File: src/rtl/lpht_pkg.sv
// ----------------------------------------------------------------------------
// lpht_pkg
// Shared types, constants and the djb2 hash step for the count table.
// ----------------------------------------------------------------------------
package lpht_pkg;

  localparam int unsigned SlotsDef     = 16;
  localparam int unsigned KeyBytesDef  = 8;
  localparam int unsigned CountBitsDef = 16;
  localparam int unsigned KeyW         = 64;
  localparam int unsigned StatusW      = 2;
  localparam int unsigned CountOutW    = 16;
  localparam int unsigned SlotOutW     = 4;
  localparam logic [31:0] HashSeed     = 32'd5381;

  typedef enum logic [1:0] {
    CMD_ADD     = 2'd0,
    CMD_LOOKUP  = 2'd1,
    CMD_REMOVE  = 2'd2,
    CMD_COMPACT = 2'd3
  } cmd_e;

  typedef enum logic [1:0] {
    ST_OK       = 2'd0,
    ST_NOTFOUND = 2'd1,
    ST_FULL     = 2'd2
  } status_e;

  typedef enum logic [1:0] {
    SL_FREE = 2'd0,
    SL_USED = 2'd1,
    SL_DEL  = 2'd2
  } slot_e;

  // one djb2 step: h*33 + b
  function automatic logic [31:0] djb2_step(input logic [31:0] h, input logic [7:0] b);
    djb2_step = (h << 5) + h + {24'd0, b};
  endfunction

endpackage

File: src/rtl/linear_probe_hash_count_table.sv
// ----------------------------------------------------------------------------
// linear_probe_hash_count_table
// Open-addressed key counter with linear probing over a synchronous RAM.
// ----------------------------------------------------------------------------
// channel | dir | tdata (low bit up)           | tuser
// s_axis  | in  | key[63:0]                    | command[1:0]
// m_axis  | out | count[15:0], slot[19:16]     | status[1:0]
//
// Add, lookup, remove: the key is hashed, reduced modulo Slots and handed
// over, then each probed slot is read (S_PRD) and checked (S_PCHK), up to
// Slots probes. Compact: the scratch RAM is cleared, each used slot is
// rehashed and placed into the scratch RAM with up to Slots probes, then
// all Slots entries are copied back into the main table. After reset a
// clearing pass writes the free state into every entry of both RAMs;
// s_axis_tready stays low meanwhile. One transaction at a time; a finished
// result waits in S_OUT until the output register is free, and no new
// transaction is accepted meanwhile.
// ----------------------------------------------------------------------------
module linear_probe_hash_count_table import lpht_pkg::*; #(
  parameter int unsigned Slots     = SlotsDef,
  parameter int unsigned KeyBytes  = KeyBytesDef,
  parameter int unsigned CountBits = CountBitsDef
) (
  input  logic        clk_i,
  input  logic        rst_ni,
  input  logic        s_axis_tvalid,
  output logic        s_axis_tready,
  input  logic [63:0] s_axis_tdata,   // key[63:0]
  input  logic [1:0]  s_axis_tuser,   // command[1:0]
  output logic        m_axis_tvalid,
  input  logic        m_axis_tready,
  output logic [23:0] m_axis_tdata,   // count[15:0], slot[19:16], zero pad
  output logic [1:0]  m_axis_tuser    // status[1:0]
);

  localparam int unsigned AW = $clog2(Slots);
  localparam int unsigned CW = CountBits;
  localparam int unsigned EW = 2 + KeyW + CW;
  localparam logic [CW-1:0] CountMax = {CW{1'b1}};
  localparam logic [AW-1:0] LastSlot = AW'(Slots - 1);

  typedef enum logic [12:0] {
    S_CLEAR = 13'h0001, S_IDLE = 13'h0002, S_HASH = 13'h0004,
    S_PRD   = 13'h0008, S_PCHK = 13'h0010, S_OUT  = 13'h0020,
    S_CRD   = 13'h0040, S_CCHK = 13'h0080, S_CHASH = 13'h0100,
    S_RRD   = 13'h0200, S_RCHK = 13'h0400, S_CPRD = 13'h0800,
    S_CPWR  = 13'h1000
  } state_e;

  state_e state_q, state_d;

  // main table and scratch table, entry = {state, key, count}
  logic [EW-1:0] tab_mem [Slots];
  logic [EW-1:0] reb_mem [Slots];
  logic [EW-1:0] tab_rd_q, reb_rd_q;
  logic [AW-1:0] tab_ra, reb_ra, tab_wa, reb_wa;
  logic          tab_we, reb_we;
  logic [EW-1:0] tab_wd, reb_wd;

  always_ff @(posedge clk_i) begin
    if (tab_we) tab_mem[tab_wa] <= tab_wd;
    tab_rd_q <= tab_mem[tab_ra];
  end
  always_ff @(posedge clk_i) begin
    if (reb_we) reb_mem[reb_wa] <= reb_wd;
    reb_rd_q <= reb_mem[reb_ra];
  end

  logic [1:0]      t_st, r_st;
  logic [KeyW-1:0] t_key;
  logic [CW-1:0]   t_cnt;
  assign t_st  = tab_rd_q[EW-1 -: 2];
  assign t_key = tab_rd_q[CW +: KeyW];
  assign t_cnt = tab_rd_q[CW-1:0];
  assign r_st  = reb_rd_q[EW-1 -: 2];

  // hash and modulo units
  logic            h_start, h_done, m_done;
  logic [KeyW-1:0] h_key_in, canon;
  logic [31:0]     hash;
  logic [AW-1:0]   home;

  lpht_hash #(.KeyBytes(KeyBytes)) u_hash (
    .clk_i, .rst_ni, .start_i(h_start), .key_i(h_key_in),
    .done_o(h_done), .canon_o(canon), .hash_o(hash)
  );
  lpht_mod #(.Slots(Slots)) u_mod (
    .clk_i, .rst_ni, .start_i(h_done), .hash_i(hash),
    .done_o(m_done), .rem_o(home)
  );

  // working registers
  logic [1:0]      cmd_q, cmd_d;
  logic [KeyW-1:0] key_q, key_d;
  logic [AW-1:0]   a_q, a_d, i_q, i_d, spot_q, spot_d;
  logic [AW:0]     n_q, n_d;
  logic            have_spot_q, have_spot_d, hash_rdy_q, hash_rdy_d;
  logic [CW-1:0]   ccnt_q, ccnt_d;
  logic            ov_q, ov_d;
  logic [1:0]      os_q, os_d;
  logic [CW-1:0]   oc_q, oc_d;
  logic [AW-1:0]   oa_q, oa_d;
  logic [CW-1:0]   inc;

  // output register
  logic [1:0]      res_st_q, res_st_d;
  logic [CW-1:0]   res_cnt_q, res_cnt_d;
  logic [AW-1:0]   res_slot_q, res_slot_d;

  function automatic logic [AW-1:0] nxt(input logic [AW-1:0] a);
    nxt = (a == LastSlot) ? '0 : a + AW'(1);
  endfunction

  assign inc = (t_cnt == CountMax) ? t_cnt : t_cnt + CW'(1);

  always_comb begin
    state_d = state_q; cmd_d = cmd_q; key_d = key_q; a_d = a_q; i_d = i_q;
    n_d = n_q; spot_d = spot_q; have_spot_d = have_spot_q; ccnt_d = ccnt_q;
    hash_rdy_d = hash_rdy_q;
    ov_d = ov_q; os_d = os_q; oc_d = oc_q; oa_d = oa_q;
    res_st_d = res_st_q; res_cnt_d = res_cnt_q; res_slot_d = res_slot_q;
    tab_ra = a_q; reb_ra = a_q; tab_we = 1'b0; reb_we = 1'b0;
    tab_wa = a_q; reb_wa = a_q; tab_wd = '0; reb_wd = '0;
    h_start = 1'b0; h_key_in = s_axis_tdata;
    if (ov_q && m_axis_tready) ov_d = 1'b0;
    if (m_done) hash_rdy_d = 1'b1;
    case (state_q)
      // clear both tables after reset
      S_CLEAR: begin
        tab_we = 1'b1; reb_we = 1'b1; tab_wa = i_q; reb_wa = i_q;
        i_d = nxt(i_q);
        if (i_q == LastSlot) state_d = S_IDLE;
      end
      S_IDLE: begin
        if (s_axis_tvalid) begin
          cmd_d = s_axis_tuser;
          if (s_axis_tuser == CMD_COMPACT) begin
            i_d = '0; state_d = S_CLEAR;
            // clear scratch first with its own sweep in S_CRD, then gather
            state_d = S_CRD;
            reb_we = 1'b0;
          end else begin
            h_start = 1'b1; hash_rdy_d = 1'b0; state_d = S_HASH;
          end
        end
      end
      S_HASH: begin
        if (hash_rdy_q) begin
          key_d = canon; a_d = home; n_d = '0; have_spot_d = 1'b0;
          state_d = S_PRD;
        end
      end
      S_PRD: begin
        tab_ra = a_q; state_d = S_PCHK;
      end
      // one probe step on the main table
      S_PCHK: begin
        state_d = S_PRD;
        if (cmd_q == CMD_ADD && !have_spot_q && t_st != SL_USED) begin
          have_spot_d = 1'b1; spot_d = a_q;
        end
        if (t_st == SL_USED && t_key == key_q) begin
          state_d = S_OUT; os_d = ST_OK; oa_d = a_q;
          case (cmd_q)
            CMD_ADD: begin
              tab_we = 1'b1; tab_wd = {SL_USED, key_q, inc}; oc_d = inc;
            end
            CMD_REMOVE: begin
              tab_we = 1'b1; tab_wd = {SL_DEL, key_q, CW'(0)}; oc_d = '0;
            end
            default: oc_d = t_cnt;
          endcase
        end else if (t_st == SL_FREE || n_q == (AW+1)'(Slots - 1)) begin
          state_d = S_OUT; oc_d = '0; oa_d = '0; os_d = ST_NOTFOUND;
          if (cmd_q == CMD_ADD) begin
            if (have_spot_q || t_st != SL_USED) begin
              tab_we = 1'b1;
              tab_wa = have_spot_q ? spot_q : a_q;
              tab_wd = {SL_USED, key_q, CW'(1)};
              os_d = ST_OK; oc_d = CW'(1); oa_d = tab_wa;
            end else begin
              os_d = ST_FULL;
            end
          end
        end else begin
          a_d = nxt(a_q); n_d = n_q + (AW+1)'(1);
        end
      end
      // hand the result over once the output register is free
      S_OUT: begin
        if (!ov_q || m_axis_tready) begin
          ov_d = 1'b1; state_d = S_IDLE;
          res_st_d = os_q; res_cnt_d = oc_q; res_slot_d = oa_q;
        end
      end
      // compact: clear scratch, then gather used entries
      S_CRD: begin
        reb_we = 1'b1; reb_wa = i_q; reb_wd = '0;
        i_d = nxt(i_q);
        if (i_q == LastSlot) begin
          i_d = '0; state_d = S_CCHK; tab_ra = '0;
        end
      end
      S_CCHK: begin
        tab_ra = i_q;
        state_d = S_CHASH;
      end
      S_CHASH: begin
        // tab_rd_q holds entry i
        if (t_st == SL_USED) begin
          h_key_in = t_key; key_d = t_key; ccnt_d = t_cnt;
          h_start = 1'b1; hash_rdy_d = 1'b0; state_d = S_RRD;
        end else if (i_q == LastSlot) begin
          i_d = '0; state_d = S_CPRD;
        end else begin
          i_d = nxt(i_q); state_d = S_CCHK;
        end
      end
      S_RRD: begin
        if (hash_rdy_q) begin
          hash_rdy_d = 1'b0; a_d = home; reb_ra = home; state_d = S_RCHK;
        end
      end
      S_RCHK: begin
        if (r_st == SL_FREE) begin
          reb_we = 1'b1; reb_wd = {SL_USED, key_q, ccnt_q};
          if (i_q == LastSlot) begin
            i_d = '0; state_d = S_CPRD;
          end else begin
            i_d = nxt(i_q); state_d = S_CCHK;
          end
        end else begin
          a_d = nxt(a_q); reb_ra = nxt(a_q);
        end
      end
      // copy scratch back into the main table
      S_CPRD: begin
        reb_ra = i_q; state_d = S_CPWR;
      end
      S_CPWR: begin
        tab_we = 1'b1; tab_wa = i_q; tab_wd = reb_rd_q;
        if (i_q == LastSlot) begin
          os_d = ST_OK; oc_d = '0; oa_d = '0; state_d = S_OUT;
        end else begin
          i_d = nxt(i_q); state_d = S_CPRD;
        end
      end
      default: state_d = S_IDLE;
    endcase
  end

  always_ff @(posedge clk_i or negedge rst_ni) begin
    if (!rst_ni) begin
      state_q <= S_CLEAR; i_q <= '0; ov_q <= 1'b0; hash_rdy_q <= 1'b0;
    end else begin
      state_q <= state_d; i_q <= i_d; ov_q <= ov_d; hash_rdy_q <= hash_rdy_d;
    end
  end

  always_ff @(posedge clk_i) begin
    cmd_q <= cmd_d; key_q <= key_d; a_q <= a_d; n_q <= n_d; spot_q <= spot_d;
    have_spot_q <= have_spot_d; ccnt_q <= ccnt_d;
    os_q <= os_d; oc_q <= oc_d; oa_q <= oa_d;
    res_st_q <= res_st_d; res_cnt_q <= res_cnt_d; res_slot_q <= res_slot_d;
  end

  logic [CountOutW-1:0] oc16;
  logic [SlotOutW-1:0]  oa4;
  assign oc16 = CountOutW'({{32{1'b0}}, res_cnt_q});
  assign oa4  = SlotOutW'({{16{1'b0}}, res_slot_q});

  assign s_axis_tready = (state_q == S_IDLE);
  assign m_axis_tvalid = ov_q;
  assign m_axis_tdata  = {4'd0, oa4, oc16};
  assign m_axis_tuser  = res_st_q;

endmodule

File: src/rtl/lpht_hash.sv
// ----------------------------------------------------------------------------
// lpht_hash
// Byte-serial key canonicalization and djb2 hash, one byte per cycle.
// ----------------------------------------------------------------------------
module lpht_hash import lpht_pkg::*; #(
  parameter int unsigned KeyBytes = KeyBytesDef
) (
  input  logic            clk_i,
  input  logic            rst_ni,
  input  logic            start_i,
  input  logic [KeyW-1:0] key_i,
  output logic            done_o,
  output logic [KeyW-1:0] canon_o,
  output logic [31:0]     hash_o
);

  logic [KeyW-1:0] sh_q, sh_d, canon_q, canon_d;
  logic [31:0]     h_q, h_d;
  logic [3:0]      n_q, n_d;
  logic            busy_q, busy_d, done_q, done_d;

  // walk bytes from the most significant end, stop at zero or KeyBytes
  always_comb begin
    sh_d = sh_q; canon_d = canon_q; h_d = h_q; n_d = n_q;
    busy_d = busy_q; done_d = 1'b0;
    if (start_i) begin
      sh_d = key_i; canon_d = '0; h_d = HashSeed; n_d = '0; busy_d = 1'b1;
    end else if (busy_q) begin
      if (n_q == 4'(KeyBytes) || sh_q[KeyW-1 -: 8] == 8'd0) begin
        busy_d = 1'b0; done_d = 1'b1;
      end else begin
        h_d = djb2_step(h_q, sh_q[KeyW-1 -: 8]);
        canon_d = canon_q | ({sh_q[KeyW-1 -: 8], 56'd0} >> {n_q, 3'd0});
        sh_d = sh_q << 8;
        n_d = n_q + 4'd1;
      end
    end
  end

  always_ff @(posedge clk_i or negedge rst_ni) begin
    if (!rst_ni) begin
      busy_q <= 1'b0; done_q <= 1'b0;
    end else begin
      busy_q <= busy_d; done_q <= done_d;
    end
  end

  always_ff @(posedge clk_i) begin
    sh_q <= sh_d; canon_q <= canon_d; h_q <= h_d; n_q <= n_d;
  end

  assign done_o  = done_q;
  assign canon_o = canon_q;
  assign hash_o  = h_q;

endmodule

File: src/rtl/lpht_mod.sv
// ----------------------------------------------------------------------------
// lpht_mod
// Hash modulo the slot count: reciprocal multiplication, estimate and correction.
// ----------------------------------------------------------------------------
module lpht_mod import lpht_pkg::*; #(
  parameter int unsigned Slots = SlotsDef,
  localparam int unsigned AW = $clog2(Slots)
) (
  input  logic          clk_i,
  input  logic          rst_ni,
  input  logic          start_i,
  input  logic [31:0]   hash_i,
  output logic          done_o,
  output logic [AW-1:0] rem_o
);

  // scaled reciprocal; fits 32 bits since Slots > 2^(AW-1)
  localparam int unsigned Shift  = 31 + AW;
  localparam logic [31:0] Recip  = 32'((64'd1 << Shift) / 64'(Slots));
  localparam logic [AW:0] SlotsC = (AW+1)'(Slots);

  logic [63:0]     prod_q;
  logic [AW:0]     low_q, r_q, r_d, qest;
  logic [2*AW+1:0] qs;
  logic [AW-1:0]   rem_q, rem_d;
  logic            s1_q, s2_q, done_q;

  // quotient estimate is low by at most one: partial remainder below 2*Slots,
  // so its low AW+1 bits are exact and one compare and subtract finishes it
  always_comb begin
    qest  = (AW+1)'(prod_q >> Shift);
    qs    = qest * SlotsC;
    r_d   = low_q - qs[AW:0];
    rem_d = (r_q >= SlotsC) ? AW'(r_q - SlotsC) : r_q[AW-1:0];
  end

  always_ff @(posedge clk_i or negedge rst_ni) begin
    if (!rst_ni) begin
      s1_q <= 1'b0; s2_q <= 1'b0; done_q <= 1'b0;
    end else begin
      s1_q <= start_i; s2_q <= s1_q; done_q <= s2_q;
    end
  end

  always_ff @(posedge clk_i) begin
    if (start_i) begin
      prod_q <= hash_i * Recip;
      low_q  <= hash_i[AW:0];
    end
    if (s1_q) r_q <= r_d;
    if (s2_q) rem_q <= rem_d;
  end

  assign done_o = done_q;
  assign rem_o  = rem_q;

endmodule

File: config.mk
export PLATFORM = sky130hd
export DESIGN_NAME = linear_probe_hash_count_table
export DESIGN_NICKNAME = d
export VERILOG_FILES = /design/src/rtl/lpht_pkg.sv /design/src/rtl/linear_probe_hash_count_table.sv /design/src/rtl/lpht_hash.sv /design/src/rtl/lpht_mod.sv
export SDC_FILE = /design/constraint.sdc
export NUM_CORES = 2
export LEC_CHECK = 0
export ABC_AREA = 1
export ABC_CLOCK_PERIOD_IN_PS = 19900
export BUFFER_PORTS_ARGS = -buffer_cell sky130_fd_sc_hd__buf_2
export CORE_MARGIN = 5
export CORE_UTILIZATION = 55
export DETAILED_ROUTE_END_ITERATION = 16
export GPL_TIMING_DRIVEN = 0
export PLACE_DENSITY = 0.71
export SYNTH_ARGS = -nofsm -noshare
export SYNTH_HDL_FRONTEND = slang
export SYNTH_SLANG_ARGS = --single-unit
File: constraint.sdc
create_clock -name clk_i -period 19.9 [get_ports clk_i]
set_input_delay 3.98 -clock clk_i [delete_from_list [all_inputs] [get_ports clk_i]]
set_output_delay 3.98 -clock clk_i [all_outputs]
set_load 0.1 [all_outputs]
==> results_tabular.tex <==
\begin{tabular}{lr}
\hline
Metric & Value \\
\hline
\multicolumn{2}{l}{\textbf{Run status}} \\
\quad Status & finished, violations left \\
\quad Violated checks & capacitance limit, slew limit \\
\multicolumn{2}{l}{\textbf{Clocking}} \\
\quad Clock transition at the register clock pins on the worst setup and hold paths after CTS & 60 ps \\
\quad Resized cells post-CTS & 0 \\
\quad CTS Hold Buffers Added & 0 \\
\quad Clock latency of the later-clocked register in the worst-skew pair & 970 ps \\
\quad Clock sink count & 3,083 \\
\quad Inserted Clock Buffers & 328 \\
\quad Buffer cell driving the clock tree root & sky130\_fd\_sc\_hd\_\_clkbuf\_16 \\
\quad Longest Clk Path Bufs & 4 \\
\quad Buffer count from post-CTS setup fixing & 0 \\
\quad CTS H-tree depth & 5 \\
\quad CTS tree & done \\
\multicolumn{2}{l}{\textbf{Layout}} \\
\quad Filler cells & 18,300 \\
\quad Final layout net count & 12,500 \\
\quad Signed area change from the synthesized netlist to the final layout & 13.9\% \\
\quad Footprint of the multi-input gates & 34,100 µm² \\
\quad Layout Utilization & 63.1\% \\
\quad Proportion of layout cells with a drive suffix above 1 & 11.1\% \\
\quad FF+latch area & 90,100 µm² \\
\multicolumn{2}{l}{\textbf{Placed design}} \\
\quad Routability-driven placement congestion ratio & 0.959 \\
\quad Number of buffer cells added on primary ports & 93 \\
\quad DPL Wire Length & 302 mm \\
\multicolumn{2}{l}{\textbf{Synth}} \\
\quad Synthesized instance count & 11,900 \\
\quad Ys flop type & sky130\_fd\_sc\_hd\_\_edfxtp\_1 \\
\quad Total standard cell area after synthesis & 131,000 µm² \\
\quad Share of async-settable or async-resettable flops after synthesis & 0.778\% \\
\quad Mean cell area of the mapped netlist & 11.0 µm² \\
\quad Number of synthesized register bits & 3,083 \\
\quad Synth Warn \# & 0 \\
\quad Sequential element share of the synthesized area & 69.0\% \\
\quad Number of distinct library cells after synthesis & 56 \\
\quad EDFF count, synth & 2,824 \\
\multicolumn{2}{l}{\textbf{Timing}} \\
\quad Final hold vios & 0 \\
\quad RSZ-0062 raised after global routing & no \\
\quad Setup Viol. Count Final & 0 \\
\quad Slew headroom & -1.29\% \\
\quad Setup\_tns & 0 ps \\
\quad Max-slew violation count & 20 \\
\quad Final critical-path share of the clock period & 34.6\% \\
\quad Final Skew & 76.8 ps \\
\quad Timing-limited maximum frequency & 0.145 GHz \\
\quad Worst Max-Slew Pin Slew & 1510 ps \\
\quad Final critical-path required period & 6890 ps \\
\multicolumn{2}{l}{\textbf{Detailed routing}} \\
\quad Via-to-Cell Ratio & 6.04 \\
\quad Initial DRT Pass Iterations & 6 \\
\quad DRC violation count after routing & 0 \\
\quad Count of vias placed by the detailed router & 96,000 \\
\quad Antenna Nets Post-Route & 0 \\
\quad Total length of routed wires & 427 mm \\
\quad Post-DR wirelength/cell & 26.9 µm \\
\quad Number of design-rule violations left by the first detailed-router iteration & 14,100 \\
\multicolumn{2}{l}{\textbf{Floorplan}} \\
\quad Initial core utilization & 55.4\% \\
\quad Placeable core region & 236,000 µm² \\
\quad Num rows & 178 \\
\quad Height of the chip & 497 µm \\
\quad Die outline area & 247,000 µm² \\
\quad Number of I/O pins & 98 \\
\quad Width of the die & 497 µm \\
\multicolumn{2}{l}{\textbf{Setup path}} \\
\quad Critical Path Source Type & register \\
\quad Critical path fanouts, max & 10 \\
\quad Critical setup path kind & reg -> out \\
\quad Buf+Inv Stages, Crit Path & 3 \\
\quad Worst path slowest cell & sky130\_fd\_sc\_hd\_\_buf\_2 \\
\quad Delay of the slowest cell on the worst path & 590 ps \\
\quad Cell-by-cell listing of the critical path & nor2\_2, nand2\_1, nor2\_2, buf\_4, nand4\_2, inv\_1, buf\_2 \\
\quad Largest delay share family, worst path & buffers and inverters \\
\quad Required time of the critical path & 15,920 ps \\
\quad Endpoint class of the critical path & primary output \\
\quad Arrival @ worst endpoint & 2910 ps \\
\quad Library cell appearing most often on the critical path & sky130\_fd\_sc\_hd\_\_nor2\_2 \\
\multicolumn{2}{l}{\textbf{GRT}} \\
\quad Total grt overflow & 0 \\
\quad First-pass GRT wire length & 608 mm \\
\quad Vias in the first global route & 89,800 \\
\quad Aggregate global-route resource usage & 33.6\% \\
\quad Maximum number of pins on one net before global-route repair & 65 \\
\quad Initial antenna violation count & 52 \\
\multicolumn{2}{l}{\textbf{Worst hold path}} \\
\quad Worst min-delay path class & reg -> reg \\
\multicolumn{2}{l}{\textbf{Power and ir drop}} \\
\quad Cell Pwr Density & 120 nW/µm² \\
\quad Largest voltage drop on the vdd net & 0.000142 V \\
\quad P\_leak & 61.9 nW \\
\multicolumn{2}{l}{\textbf{Flow run}} \\
\quad Number of max-cap violations & 2 \\
\hline
\end{tabular}
-- final cells by class --
class,count,share of cell area [%]
diodes,39,0.0657
plain buffers,768,2.45
clock buffers,437,5.96
clock inverters,139,0.859
inverters,878,2.22
multi-input cells,7154,23.0
flip-flops and latches,3083,60.6
well taps,3150,2.65
repair buffers,237,2.20
-- cell usage after synthesis (24+ instances only) --
library cell               count  area [µm²]
sky130_fd_sc_hd__nand2_1    3516       13200
sky130_fd_sc_hd__inv_1       856        3210
sky130_fd_sc_hd__dfxtp_1     235        4700
sky130_fd_sc_hd__edfxtp_1   2824       84800
sky130_fd_sc_hd__buf_4        24         180
sky130_fd_sc_hd__nand3b_1    489        3670
sky130_fd_sc_hd__buf_2       525        2630
sky130_fd_sc_hd__o211ai_1    126         946
sky130_fd_sc_hd__o21ai_0     133         666
sky130_fd_sc_hd__nor3_1       40         200
sky130_fd_sc_hd__nor2_1      260         976
sky130_fd_sc_hd__buf_1        54         203
sky130_fd_sc_hd__nand3_1    2235       11200
sky130_fd_sc_hd__clkbuf_1    165         619
sky130_fd_sc_hd__a21oi_1     153         766
sky130_fd_sc_hd__o31ai_2      50         626
-- stage by stage --
| stage | hold slack (ps) | power, mW | setup WS (ps) | cell area (µm²) | cells |
|---|---|---|---|---|---|
| 2_1_floorplan | 400 | 10.0 | 13250 | 131000 | 11900 |
| 3_3_place_gp | 408 | 11.7 | 8550 | 135000 | 15100 |
| 3_5_place_dp | 405 | 11.8 | 12630 | 138000 | 15300 |
| 4_1_cts | 418 | 17.7 | 12960 | 148000 | 15800 |
| 5_1_grt | 424 | 18.3 | 12860 | 149000 | 15900 |
| 6_report | 416 | 17.8 | 13010 | 149000 | 15900 |
-- final timing paths --
path | start | end | slack, ps | cells after the start
max | state_q[11] | s_axis_tready | 13010 | 7
min | oc_q[3] | oc16[3] | 420 | 0
max reg2reg | tab_rd_q[80] | tab_mem[13][41] | 13400 | 16
min reg2reg | oc_q[3] | oc16[3] | 420 | 0
max in group asynchronous | rst_ni | state_q[4] | 16000 | 1
min in group asynchronous | rst_ni | u_hash.busy_q | 3160 | 1
-- cells by family (layout without fill, tap and decap cells) --
group / after synthesis / in the layout / synth area share [%]
AOI/OAI and AO/OA: 528 / 528 / 2.69
adders and majority gates: 12 / 12 / 0.121
xor gates and xnor gates: 16 / 16 / 0.107
buffers and inverters: 1646 / 2459 / 5.31
DFF: 3083 / 3083 / 69.0
other: 1 / 43 / 0.00287
and+or+nand+nor: 6594 / 6594 / 22.7
-- where the power goes --
group | total (mW) | internal, mW | switching, mW
clock | 5.91 | 3.41 | 2.49
sequential | 7.76 | 7.40 | 0.357
combinational | 4.15 | 0.983 | 3.16
total | 17.8 | 11.8 | 6.01
-- registers in the layout, indices dropped and copies added, names as in the netlist, 16 cells and up --
name / flops
tab_mem: 1312
reb_mem: 1296
tab_rd_q: 82
reb_rd_q: 81
key_q: 64
u_hash.canon_o: 64
u_hash.sh_q: 64
ccnt_q: 16
oc16: 16
oc_q: 16
-- worst register-to-register path: stages, from the launching register on --
cell and delay, ps:
sky130_fd_sc_hd__dfxtp_1 320, sky130_fd_sc_hd__inv_1 50, sky130_fd_sc_hd__nor2_2 910, sky130_fd_sc_hd__nand2_1 120, sky130_fd_sc_hd__nor2_1 240, sky130_fd_sc_hd__nand2_1 70
sky130_fd_sc_hd__nor2_1 140, sky130_fd_sc_hd__nand2_1 70, sky130_fd_sc_hd__nor2_1 950, sky130_fd_sc_hd__nand4_2 590, sky130_fd_sc_hd__nand2_1 320, sky130_fd_sc_hd__nand2_1 280
sky130_fd_sc_hd__buf_2 400, sky130_fd_sc_hd__nand2_1 230, sky130_fd_sc_hd__nand3_1 220, sky130_fd_sc_hd__nor2_4 870, sky130_fd_sc_hd__buf_12 330
-- layer usage --
layer  track usage (%)  share of wire [%]
met5                 0              0.027
met4              19.4                6.5
met3              10.1                 13
met2              48.1                 43
met1              45.6                 38
-- layout by cell type (no fill, tap or decap), drive strengths merged, types with 39 or more instances in the layout --
cell type | netlist | routed
edfxtp | 2824 | 2824
o211ai | 126 | 126
a21oi | 153 | 153
nor3 | 40 | 40
clkbuf | 165 | 602
dfxtp | 235 | 235
nand2 | 3529 | 3529
inv | 877 | 882
nand3b | 489 | 489
clkinv | 1 | 102
diode | 0 | 39
o31ai | 58 | 58
nand3 | 2237 | 2237
buf | 603 | 840
nor2 | 270 | 270
o21ai | 137 | 137
(Power assumes the default switching activity.)
